<file path="src/sv/sl_pkg.sv">
// Shared command, status and cell control definitions for the sorted list table.
`default_nettype none
package sl_pkg;

  localparam logic [2:0] CMD_PUSH  = 3'd0;
  localparam logic [2:0] CMD_ASC   = 3'd1;
  localparam logic [2:0] CMD_DESC  = 3'd2;
  localparam logic [2:0] CMD_DEL   = 3'd3;
  localparam logic [2:0] CMD_FIND  = 3'd4;
  localparam logic [2:0] CMD_DUMP  = 3'd5;

  localparam logic [1:0] STAT_OK       = 2'd0;
  localparam logic [1:0] STAT_FULL     = 2'd1;
  localparam logic [1:0] STAT_NOTFOUND = 2'd2;
  localparam logic [1:0] STAT_EMPTY    = 2'd3;

  typedef enum logic [2:0] {
    OP_IDLE,
    OP_PUSH,
    OP_ASC,
    OP_DESC,
    OP_DEL,
    OP_FIND,
    OP_ROT
  } sl_op_e;

  // Broadcast to every cell for the whole command.
  typedef struct packed {
    sl_op_e op;
    logic   csign;
  } sl_bcast_t;

  // Token that walks along the chain, one cell per cycle.
  typedef struct packed {
    logic act;
    logic hit;
  } sl_tok_t;

endpackage
`default_nettype wire

</file>
<file path="src/sv/sl_cell.sv">
// One slot of the list: holds a key and processes the walking token.
`default_nettype none
module sl_cell
  import sl_pkg::*;
#(
  parameter int CAPACITY  = 16,
  parameter int KEY_WIDTH = 32,
  parameter int IDX       = 0
) (
  input  wire logic                               clk_i,
  input  wire logic                               rst_ni,
  input  wire sl_bcast_t                          bcast_i,
  input  wire logic [KEY_WIDTH-1:0]               key_i,
  input  wire logic [$clog2(CAPACITY+1)-1:0]      count_i,
  input  wire sl_tok_t                            tok_i,
  input  wire logic [KEY_WIDTH-1:0]               carry_i,
  input  wire logic [KEY_WIDTH-1:0]               right_val_i,
  input  wire logic [KEY_WIDTH-1:0]               head_val_i,
  output sl_tok_t                                 tok_o,
  output logic [KEY_WIDTH-1:0]                    carry_o,
  output logic [KEY_WIDTH-1:0]                    val_o
);

  localparam int CNT_W = $clog2(CAPACITY+1);
  localparam logic [CNT_W-1:0] IDX_C = CNT_W'(IDX);
  localparam logic [CNT_W-1:0] IDX_N = CNT_W'(IDX + 1);

  logic [KEY_WIDTH-1:0] val_q, val_d;
  logic [KEY_WIDTH-1:0] carry_q, carry_d;
  sl_tok_t              tok_q, tok_d;

  logic in_list, at_end, eq, cond;

  function automatic logic key_gt(input logic [KEY_WIDTH-1:0] a,
                                  input logic [KEY_WIDTH-1:0] b,
                                  input logic s);
    logic [KEY_WIDTH-1:0] x;
    logic [KEY_WIDTH-1:0] y;
    x = a;
    y = b;
    if (s) begin
      x[KEY_WIDTH-1] = ~x[KEY_WIDTH-1];
      y[KEY_WIDTH-1] = ~y[KEY_WIDTH-1];
    end
    return x > y;
  endfunction

  assign in_list = IDX_C < count_i;
  assign at_end  = IDX_C == count_i;
  assign eq      = val_q == key_i;

  always_comb begin
    unique case (bcast_i.op)
      OP_ASC:  cond = key_gt(val_q, key_i, bcast_i.csign);
      OP_DESC: cond = key_gt(key_i, val_q, bcast_i.csign);
      default: cond = 1'b1;
    endcase
  end

  always_comb begin
    val_d   = val_q;
    carry_d = carry_i;
    tok_d   = tok_i;
    unique case (bcast_i.op)
      OP_PUSH, OP_ASC, OP_DESC: begin
        if (tok_i.act && (in_list || at_end)) begin
          if (tok_i.hit) begin
            // Already placed upstream: shift this entry one slot along.
            val_d   = carry_i;
            carry_d = val_q;
          end else if (at_end || cond) begin
            val_d     = key_i;
            carry_d   = val_q;
            tok_d.hit = 1'b1;
          end
        end
      end
      OP_DEL: begin
        if (tok_i.act && in_list) begin
          if (tok_i.hit || eq) begin
            val_d     = right_val_i;
            tok_d.hit = 1'b1;
          end
        end
      end
      OP_FIND: begin
        if (tok_i.act && in_list && eq) begin
          tok_d.hit = 1'b1;
        end
      end
      OP_ROT: begin
        // Rotate the held entries by one towards the head.
        if (IDX_N < count_i) begin
          val_d = right_val_i;
        end else if (IDX_N == count_i) begin
          val_d = head_val_i;
        end
      end
      default: begin
        val_d = val_q;
      end
    endcase
  end

  always_ff @(posedge clk_i or negedge rst_ni) begin
    if (!rst_ni) begin
      tok_q <= '0;
    end else begin
      tok_q <= tok_d;
    end
  end

  always_ff @(posedge clk_i) begin
    val_q   <= val_d;
    carry_q <= carry_d;
  end

  assign tok_o   = tok_q;
  assign carry_o = carry_q;
  assign val_o   = val_q;

endmodule
`default_nettype wire

</file>
<file path="src/sv/sl_ctrl.sv">
// Command sequencer: decodes commands, drives the cell chain and forms results.
`default_nettype none
module sl_ctrl
  import sl_pkg::*;
#(
  parameter int CAPACITY  = 16,
  parameter int KEY_WIDTH = 32
) (
  input  wire logic                          clk_i,
  input  wire logic                          rst_ni,
  input  wire logic                          start,
  output logic                               busy,
  input  wire logic [2:0]                    command_i,
  input  wire logic [31:0]                   key_value_i,
  input  wire logic                          cfg_we_i,
  input  wire logic                          cfg_wdata_i,
  output logic                               done_o,
  output logic [1:0]                         status_o,
  output logic                               found_o,
  output logic [$clog2(CAPACITY+1)-1:0]      entry_count_o,
  output logic [31:0]                        entry_value_o,
  output logic                               last_o,
  output sl_bcast_t                          bcast_o,
  output logic [KEY_WIDTH-1:0]               key_o,
  output logic [$clog2(CAPACITY+1)-1:0]      count_o,
  output sl_tok_t                            tok_o,
  input  wire sl_tok_t                       tok_last_i,
  input  wire logic [KEY_WIDTH-1:0]          head_val_i
);

  localparam int CNT_W = $clog2(CAPACITY+1);
  localparam int IDX_W = $clog2(CAPACITY);
  localparam logic [CNT_W-1:0] CAP_C = CNT_W'(CAPACITY);

  localparam logic [1:0] ST_IDLE = 2'd0;
  localparam logic [1:0] ST_SCAN = 2'd1;
  localparam logic [1:0] ST_DUMP = 2'd2;

  logic [1:0]           state_q, state_d;
  sl_op_e               op_q, op_d;
  logic                 csign_q;
  logic [KEY_WIDTH-1:0] key_q, key_d;
  logic [CNT_W-1:0]     count_q, count_d;
  logic                 inj_q, inj_d;
  logic [IDX_W-1:0]     dcnt_q, dcnt_d;

  logic                 done_q, done_d;
  logic [1:0]           status_q, status_d;
  logic                 found_q, found_d;
  logic [CNT_W-1:0]     ecount_q, ecount_d;
  logic [31:0]          evalue_q, evalue_d;
  logic                 last_q, last_d;

  logic                 accept;
  logic                 full;
  logic                 dump_last;
  logic [KEY_WIDTH+31:0] key_ext;
  logic [KEY_WIDTH+31:0] head_ext;

  assign accept    = start && (state_q == ST_IDLE);
  assign full      = count_q == CAP_C;
  assign dump_last = (CNT_W'(dcnt_q) + CNT_W'(1)) == count_q;
  assign key_ext   = {{KEY_WIDTH{1'b0}}, key_value_i};
  assign head_ext  = {32'b0, head_val_i};

  always_comb begin
    state_d  = state_q;
    op_d     = op_q;
    key_d    = key_q;
    count_d  = count_q;
    inj_d    = 1'b0;
    dcnt_d   = dcnt_q;
    done_d   = 1'b0;
    status_d = STAT_OK;
    found_d  = 1'b0;
    ecount_d = count_q;
    evalue_d = '0;
    last_d   = 1'b1;
    unique case (state_q)
      ST_IDLE: begin
        if (accept) begin
          key_d = key_ext[KEY_WIDTH-1:0];
          unique case (command_i)
            CMD_PUSH, CMD_ASC, CMD_DESC: begin
              if (full) begin
                done_d   = 1'b1;
                status_d = STAT_FULL;
              end else begin
                state_d = ST_SCAN;
                inj_d   = 1'b1;
                unique case (command_i)
                  CMD_PUSH: op_d = OP_PUSH;
                  CMD_ASC:  op_d = OP_ASC;
                  default:  op_d = OP_DESC;
                endcase
              end
            end
            CMD_DEL, CMD_FIND: begin
              state_d = ST_SCAN;
              inj_d   = 1'b1;
              op_d    = (command_i == CMD_DEL) ? OP_DEL : OP_FIND;
            end
            CMD_DUMP: begin
              if (count_q == '0) begin
                done_d   = 1'b1;
                status_d = STAT_EMPTY;
              end else begin
                state_d = ST_DUMP;
                op_d    = OP_ROT;
                dcnt_d  = '0;
              end
            end
            default: begin
              done_d = 1'b1;
            end
          endcase
        end
      end
      ST_SCAN: begin
        // The token has left the final cell: every slot has been visited.
        if (tok_last_i.act) begin
          state_d = ST_IDLE;
          op_d    = OP_IDLE;
          done_d  = 1'b1;
          unique case (op_q)
            OP_DEL: begin
              if (tok_last_i.hit) begin
                count_d = count_q - CNT_W'(1);
                found_d = 1'b1;
              end else begin
                status_d = STAT_NOTFOUND;
              end
            end
            OP_FIND: begin
              if (tok_last_i.hit) begin
                found_d = 1'b1;
              end else begin
                status_d = STAT_NOTFOUND;
              end
            end
            default: begin
              count_d = count_q + CNT_W'(1);
            end
          endcase
          ecount_d = count_d;
        end
      end
      ST_DUMP: begin
        done_d   = 1'b1;
        evalue_d = head_ext[31:0];
        last_d   = dump_last;
        dcnt_d   = dcnt_q + IDX_W'(1);
        if (dump_last) begin
          state_d = ST_IDLE;
          op_d    = OP_IDLE;
        end
      end
      default: begin
        state_d = ST_IDLE;
        op_d    = OP_IDLE;
      end
    endcase
  end

  always_ff @(posedge clk_i or negedge rst_ni) begin
    if (!rst_ni) begin
      state_q <= ST_IDLE;
      op_q    <= OP_IDLE;
      csign_q <= 1'b0;
      count_q <= '0;
      inj_q   <= 1'b0;
      dcnt_q  <= '0;
      done_q  <= 1'b0;
    end else begin
      state_q <= state_d;
      op_q    <= op_d;
      count_q <= count_d;
      inj_q   <= inj_d;
      dcnt_q  <= dcnt_d;
      done_q  <= done_d;
      if (cfg_we_i) begin
        csign_q <= cfg_wdata_i;
      end
    end
  end

  always_ff @(posedge clk_i) begin
    key_q    <= key_d;
    status_q <= status_d;
    found_q  <= found_d;
    ecount_q <= ecount_d;
    evalue_q <= evalue_d;
    last_q   <= last_d;
  end

  assign busy          = state_q != ST_IDLE;
  assign done_o        = done_q;
  assign status_o      = status_q;
  assign found_o       = found_q;
  assign entry_count_o = ecount_q;
  assign entry_value_o = evalue_q;
  assign last_o        = last_q;
  assign bcast_o       = '{op: op_q, csign: csign_q};
  assign key_o         = key_q;
  assign count_o       = count_q;
  assign tok_o         = '{act: inj_q, hit: 1'b0};

endmodule
`default_nettype wire

</file>
<file path="src/sv/sorted_list_table.sv">
// Top level of the sorted list table: sequencer plus a chain of slot cells.
//
//  channel   handshake            payload
//  command   start / busy         command_i, key_value_i
//  config    cfg_we_i             cfg_wdata_i (compare_signed)
//  result    done_o (one cycle)   status_o, found_o, entry_count_o, entry_value_o, last_o
//
// Insert, delete and contains send a token down the CAPACITY cells, one cell a cycle;
// the result is registered once the token has left the last cell.
// A dump gives one result per cycle, one for each entry, while the cells rotate once.
// A refused insert, an empty dump or an unused code answers in the following cycle.
// Reset clears the entry count and the control; slot contents are not cleared.
// Results cannot be stalled; busy stays high until the last result of a command.
`default_nettype none
module sorted_list_table
  import sl_pkg::*;
#(
  parameter int CAPACITY  = 16,
  parameter int KEY_WIDTH = 32
) (
  input  wire logic                          clk_i,
  input  wire logic                          rst_ni,
  input  wire logic                          start,
  output logic                               busy,
  input  wire logic [2:0]                    command_i,
  input  wire logic [31:0]                   key_value_i,
  input  wire logic                          cfg_we_i,
  input  wire logic                          cfg_wdata_i,
  output logic                               done_o,
  output logic [1:0]                         status_o,
  output logic                               found_o,
  output logic [$clog2(CAPACITY+1)-1:0]      entry_count_o,
  output logic [31:0]                        entry_value_o,
  output logic                               last_o
);

  localparam int CNT_W = $clog2(CAPACITY+1);

  sl_bcast_t            bcast;
  logic [KEY_WIDTH-1:0] key;
  logic [CNT_W-1:0]     count;
  sl_tok_t              tok   [CAPACITY+1];
  logic [KEY_WIDTH-1:0] carry [CAPACITY+1];
  logic [KEY_WIDTH-1:0] val   [CAPACITY+1];

  assign carry[0]     = '0;
  assign val[CAPACITY] = '0;

  sl_ctrl #(
    .CAPACITY  (CAPACITY),
    .KEY_WIDTH (KEY_WIDTH)
  ) u_ctrl (
    .clk_i         (clk_i),
    .rst_ni        (rst_ni),
    .start         (start),
    .busy          (busy),
    .command_i     (command_i),
    .key_value_i   (key_value_i),
    .cfg_we_i      (cfg_we_i),
    .cfg_wdata_i   (cfg_wdata_i),
    .done_o        (done_o),
    .status_o      (status_o),
    .found_o       (found_o),
    .entry_count_o (entry_count_o),
    .entry_value_o (entry_value_o),
    .last_o        (last_o),
    .bcast_o       (bcast),
    .key_o         (key),
    .count_o       (count),
    .tok_o         (tok[0]),
    .tok_last_i    (tok[CAPACITY]),
    .head_val_i    (val[0])
  );

  for (genvar i = 0; i < CAPACITY; i++) begin : g_cell
    sl_cell #(
      .CAPACITY  (CAPACITY),
      .KEY_WIDTH (KEY_WIDTH),
      .IDX       (i)
    ) u_cell (
      .clk_i       (clk_i),
      .rst_ni      (rst_ni),
      .bcast_i     (bcast),
      .key_i       (key),
      .count_i     (count),
      .tok_i       (tok[i]),
      .carry_i     (carry[i]),
      .right_val_i (val[i+1]),
      .head_val_i  (val[0]),
      .tok_o       (tok[i+1]),
      .carry_o     (carry[i+1]),
      .val_o       (val[i])
    );
  end

endmodule
`default_nettype wire

</file>
<file path="config.mk">
export PLATFORM = sky130hd
export DESIGN_NAME = sorted_list_table
export DESIGN_NICKNAME = d
export VERILOG_FILES = /design/src/sv/sl_pkg.sv /design/src/sv/sl_cell.sv /design/src/sv/sl_ctrl.sv /design/src/sv/sorted_list_table.sv
export SDC_FILE = /design/constraint.sdc
export NUM_CORES = 2
export LEC_CHECK = 0
export BUFFER_PORTS_ARGS = -buffer_cell sky130_fd_sc_hd__buf_4
export CORE_ASPECT_RATIO = 0.9
export CORE_UTILIZATION = 70
export CTS_CLUSTER_DIAMETER = 150
export DETAILED_ROUTE_END_ITERATION = 8
export PLACE_DENSITY = 0.87
export SLEW_MARGIN = 20
export SYNTH_ARGS = -nofsm -noshare
export SYNTH_HDL_FRONTEND = slang
export SYNTH_HIERARCHICAL = 1
export SYNTH_SLANG_ARGS = --single-unit
</file>
<file path="constraint.sdc">
create_clock -name clk_i -period 11.66 [get_ports clk_i]
set_input_delay 2.332 -clock clk_i [delete_from_list [all_inputs] [get_ports clk_i]]
set_output_delay 2.332 -clock clk_i [all_outputs]
set_load 0.01 [all_outputs]
</file>
Word level (Yosys, flattened, before mapping)
Cells that the tools add are included.
{ "word_totals": {"register_bits": 1114, "input_bits": 40, "wordCells": 811} }
{ "classes": {"addsub": 4, "magnitude_cmp": 49, "n_eq_ne": 135, "n_mux": 403, "bitwise": 17, "n_reduce_logical": 127} }
{ "op_table": {"columns": ["operator", "n"], "rows": [
  ["32-bit 2-to-1 mux", 166],
  ["32-bit one-hot mux with 3 select lines", 16],
  ["32-bit greater-than comparator", 32],
  ["32-bit equality test", 16],
  ["1-bit 2-to-1 mux", 156],
  ["2-bit by 1-bit inequality test with 1-bit output (second input constant)", 53],
  ["6-bit AND reduction", 17],
  ["3-bit by 1-bit inequality test with 1-bit output (second input constant)", 30],
  ["1-bit one-hot mux with 3 select lines", 18],
  ["1-bit logical AND", 49],
  ["1-bit logical OR", 47],
  ["4-bit by 5-bit equality test with 1-bit output (first input constant)", 8],
  ["4-bit by 5-bit less-than comparator with 1-bit output (first input constant)", 8],
  ["1-bit one-hot mux with 2 select lines", 17],
  ["3-bit by 5-bit equality test with 1-bit output (first input constant)", 4],
  ["3-bit by 5-bit less-than comparator with 1-bit output (first input constant)", 4],
  ["2-bit 2-to-1 mux", 10],
  ["3-bit one-hot mux with 3 select lines", 2],
  ["1-bit inverter", 17],
  ["3-bit equality test (second input constant)", 5],
  ["3-bit 2-to-1 mux", 5],
  ["5-bit 2-to-1 mux", 3],
  ["3-bit by 2-bit equality test with 1-bit output (second input constant)", 4],
  ["4-bit 2-to-1 mux", 3],
  ["other kinds (32)", 45]
]} }

Depth between registers and ports, before layout
{ "logic_depth": {"ltp_word": 10, "mapped_depth": 11, "ltp_nobuf": 9} }

Hierarchy
The synthesis kept the hierarchy.
{ "modules_own_cells": {"columns": ["module", "instances", "cells_each", "area_per_inst_um2"], "rows": [
  ["sl_cell (g_cell[8].u_cell)", 1, 638, 5700.5],
  ["sl_cell (g_cell[0].u_cell)", 1, 656, 5576.6],
  ["sl_cell (g_cell[14].u_cell)", 1, 530, 4938.5],
  ["sl_cell (g_cell[6].u_cell)", 1, 492, 4933.5],
  ["sl_cell (g_cell[3].u_cell)", 1, 523, 4931.0],
  ["sl_cell (g_cell[12].u_cell)", 1, 523, 4901.0],
  ["sl_cell (g_cell[10].u_cell)", 1, 525, 4897.2],
  ["sl_cell (g_cell[11].u_cell)", 1, 522, 4897.2],
  ["sl_cell (g_cell[4].u_cell)", 1, 526, 4893.4],
  ["sl_cell (g_cell[7].u_cell)", 1, 529, 4862.2],
  ["sl_cell (g_cell[9].u_cell)", 1, 507, 4860.9],
  ["sl_cell (g_cell[13].u_cell)", 1, 523, 4852.2],
  ["sl_cell (g_cell[15].u_cell)", 1, 523, 4817.1],
  ["sl_cell (g_cell[2].u_cell)", 1, 492, 4785.8],
  ["4 more rows", null, null, null]
]} }

Worst setup path after synthesis
No wires, ideal clock.
{ "synth_timing": {"path_kind": "register to register", "from": "register u_ctrl.key_q[31], in the netlist u_ctrl/key_o[31]", "to": "register g_cell[6].u_cell.val_q[0], enable pin", "setup_time_ns": 0.474, "arrival_time_ns": 4.921, "required_ns": 11.186, "path_slack_ns": 6.265, "path_stages_with_launch": 9, "n_path_buf": 1, "period_less_slack_ns": 5.395, "path_cell_list": "edfxtp_1 > buf_6 > xor2_1 > or3_4 > nor3_2 > o31ai_1 > a31oi_4 > nor2_1 > a221oi_1"} }
{ "synth_between": {"elab_chain_cells": 8, "elab_cells_between_ends": 13} }
{ "synth_rtl": {"columns": ["element", "line_no", "source"], "rows": [
  ["from (decl)", "sl_ctrl.sv:42", "logic [KEY_WIDTH-1:0] key_q, key_d;"],
  ["from (signal assigned)", "sl_ctrl.sv:188", "key_q <= key_d;"],
  ["1-bit inverter", "sl_cell.sv:42, sl_cell.sv:43", null],
  ["1-bit 2-to-1 mux", "sl_cell.sv:41", "if (s) begin"],
  ["1-bit 2-to-1 mux", "sl_cell.sv:53", "unique case (bcast_i.op)"],
  ["32-bit greater-than comparator", "sl_cell.sv:45", "return x > y;"],
  ["1-bit one-hot mux with 2 select lines", "sl_cell.sv:53", null],
  ["1-bit logical OR", "sl_cell.sv:71", "end else if (at_end || cond) begin"],
  ["3-bit by 1-bit inequality test with 1-bit output (no source line)", null, null],
  ["6-bit AND reduction (no source line) (*)", null, null],
  ["to (signal assigned)", "sl_cell.sv:114", "val_q <= val_d;"],
  ["to (decl)", "sl_cell.sv:28", "logic [KEY_WIDTH-1:0] val_q, val_d;"]
]} }
Mark *: on every way between the ends. The rest lies on a longest branch, timed or not. The select of a mux whose other input is x is not followed.
A chain may end at the register's enable or synchronous reset.

Worst setup path in the final report
{ "layout_timing": {"from": "register u_ctrl.key_q[3], in the netlist u_ctrl/key_o[3]", "to": "register g_cell[8].u_cell.val_q[14], enable pin"} }
{ "layout_between": {"elab_chain_cells": 5, "elab_cells_between_ends": 9} }
{ "layout_rtl": {"columns": ["element", "line_no"], "rows": [
  ["32-bit greater-than comparator", "sl_cell.sv:45"],
  ["1-bit one-hot mux with 2 select lines", "sl_cell.sv:53"],
  ["1-bit logical OR", "sl_cell.sv:71"],
  ["3-bit by 1-bit inequality test with 1-bit output (no source line)", null],
  ["6-bit AND reduction (no source line) (*)", null],
  ["to (signal assigned)", "sl_cell.sv:114"],
  ["to (decl)", "sl_cell.sv:28"]
]} }
Mark *: on every way between the ends. The rest lies on a longest branch, timed or not.

==> results.toml <==
[timing]
final-setup-viol-count = 0
fin_tns_setup_ns = 0
post-route-period-util = 0.460
fmax_ghz = 0.186
fin_crit_ns = 5.37
fin_skew_ns = 0.0275
relSlewSlack = 0.188
hold_violations = 0
rsz0062_at_grt = "no"
tightest_slew_ns = 1.21
slew_viol_final = 0

[floorplan]
initial_core_util = 0.706
ios = 83
core-area_sq_um = 115000
row_count = 118
fp.dieH_um = 325
dieArea_sq_um = 118000
die_w_um = 361

[placement]
io_buffer_count = 82
dp_hpwl_um = 189000
finalWeightedCongestion = 1.02

[critical_path]
slowest_delay_ns = 0.93
r2r_cells = 9
r2r-start = "u_ctrl/key_o[3]"
crit_path_cell_trace = "buf_4 > buf_4 > inv_1 > ha_1 > nand4_1 > nor4_4 > a2111o_2 > nand2_1 > or3_2"
critPathTopFamily = "simple AND/OR/NAND/NOR gates"
crit_top_cell = "buf_4"
reg2reg_to = "g_cell[8].u_cell/val_o[14]"
critPathCaptureType = "register"
critPathLaunch = "u_ctrl/key_o[3]"
slowest_stage = "or3_2"
crit_type = "register to register"
regToRegSetupSlack_ns = 6.29
cp.arrival_ns = 5.71
critical_path_required_ns = 12.00
crit_path_max_fanout = 33
worst_setup_path_start_kind = "register"
cp.buffers_inverters = 3

[global_routing]
overflow = 0
grt_pass1_wl_um = 410000
grt_pass1_vias = 67348
antenna_found_initial = 19
grt_use_total = 0.458
grt_max_degree = 99

[layout]
nets = 9824
layout-drive-gt1-share = 0.122
area_delta_synth_final_pct = 8.02

[clock_network]
root_buffer = "clkbuf_16"
clock-sinks = 1114
cts_buffer_depth = 3
insertion_delay_ns = 0.77
cts_max_level = 3
cts_buffers = 121
post_cts_buffers = 0
cts_tree = "built"
cts.repair.resized = 0
cts_hold_buf = 0
path_clk_slew_ns = 0.07

[routing]
drt-total-wl_um = 278000
wl_per_cell_um = 26.7
antenna_left = 0
vias = 70161
route.detailed.drc = 0
first_pass_iters = 7
drt_iter0_drc = 8872
vias_per_cell = 6.74

[power]
p_int_mw = 12.3
power.share.clock = 0.184
power_leakage_nw = 42.2
vdd_drop_max_v = 0.000180
p_sw_mw = 9.90
power_mw = 22.2
p_per_area_nw_per_um2 = 253
p_seq_frac = 0.338
swShare = 0.446
pwr-share-comb = 0.478

[logic_synthesis]
synth_cells = 8733
synth_area_sq_um = 81300
ys_warn_count = 6
syn_avg_cell_area_sq_um = 9.31

[hold_path]
holdPathStages = 0
holdPathEnd = "g_cell[6].u_cell/tok_o[1]"
hold_start = "g_cell[5].u_cell/tok_o[1]"
hp-class = "register to register"

[flow_run]
cap_viol_max_count = 0

[status]
status = "finished clean"
## power groups by stage
| stage | Sequential [mW] | Clock, mW | Combinational (mW) |
|---|---|---|---|
| 6_report | 7.50 | 4.09 | 10.6 |
| 5_1_grt | 7.55 | 4.23 | 11.3 |
| 4_1_cts | 7.40 | 4.09 | 10.2 |
| 3_5_place_dp | 7.46 | 0 | 10.0 |
| 3_3_place_gp | 7.42 | 0 | 9.67 |
| 2_1_floorplan | 7.04 | 0 | 6.92 |
## per-stage QoR
stage	util	instance area (sq um)	hold slack, ns	setup slack [ns]	std cells
global route	0.763	87800	0.433	6.22	10398
detailed placement	0.726	83600	0.395	6.57	10165
global placement	0.726	83600	0.396	6.68	10164
CTS	0.762	87800	0.407	6.52	10394
floorplan	-	81700	0.348	6.27	8828
finish	0.763	87900	0.418	6.29	10404
## how the worst max path moves through the flow
stage,slack (ns),to,cells after the start
3_5_place_dp,6.57,g_cell[8].u_cell/val_o[9],9
4_1_cts,6.52,g_cell[8].u_cell/val_o[27],9
5_1_grt,6.22,g_cell[8].u_cell/val_o[14],9
6_report,6.29,g_cell[8].u_cell/val_o[14],9
3_3_place_gp,6.68,g_cell[8].u_cell/val_o[8],9
2_1_floorplan,6.27,g_cell[6].u_cell/val_o[0],8
## flip-flops by register name, summed over array words and instances (netlist names)
register and cells:
u_ctrl/last_o 1, g_cell.u_cell/val_o 512, u_ctrl/op_q 3, g_cell.u_cell/carry_o 480, u_ctrl/inj_q 1, u_ctrl/found_o 1, u_ctrl/count_o 5, u_ctrl/entry_count_o 5
u_ctrl/entry_value_o 32, u_ctrl/state_q 2, u_ctrl/done_o 1, u_ctrl/dcnt_q 4, u_ctrl/csign_q 1, u_ctrl/status_o 2, g_cell.u_cell/tok_o 32, u_ctrl/key_o 32
## area by class of cell
cell class	count	area (sq um)
sequential	1114	28000
inverter	1072	4020
tap	1500	1880
fill	7791	27300
clock inverter	70	771
clock buffer	159	3370
timing repair buffer	255	1980
multi-input combinational	6225	47800
antenna	9	22.5
## layout by cell type, fill, tap and decap left out, types with 40 or more instances in the layout
cell	instances
buf_4	250
nand3_1	122
mux2_2	126
a21oi_1	492
nand2b_1	44
ha_1	995
o211ai_1	157
and2_1	51
clkbuf_16	124
a21o_1	96
mux2_4	263
nor2_1	116
nand2_1	1004
dfxtp_1	521
inv_1	1071
conb_1	97
nor2b_1	126
mux2i_1	516
a211oi_1	141
o21ai_0	1004
o211ai_2	40
nand4_1	101
edfxtp_1	544
## metal layers
layer  track usage  routed length [um]  share of wire
met5             0                 214        0.00077
met4         0.321               22700          0.082
met3         0.148               35000           0.13
met2         0.685              119000           0.43
met1         0.558              101000           0.36
No activity file was read; power rests on OpenSTA's default activity.
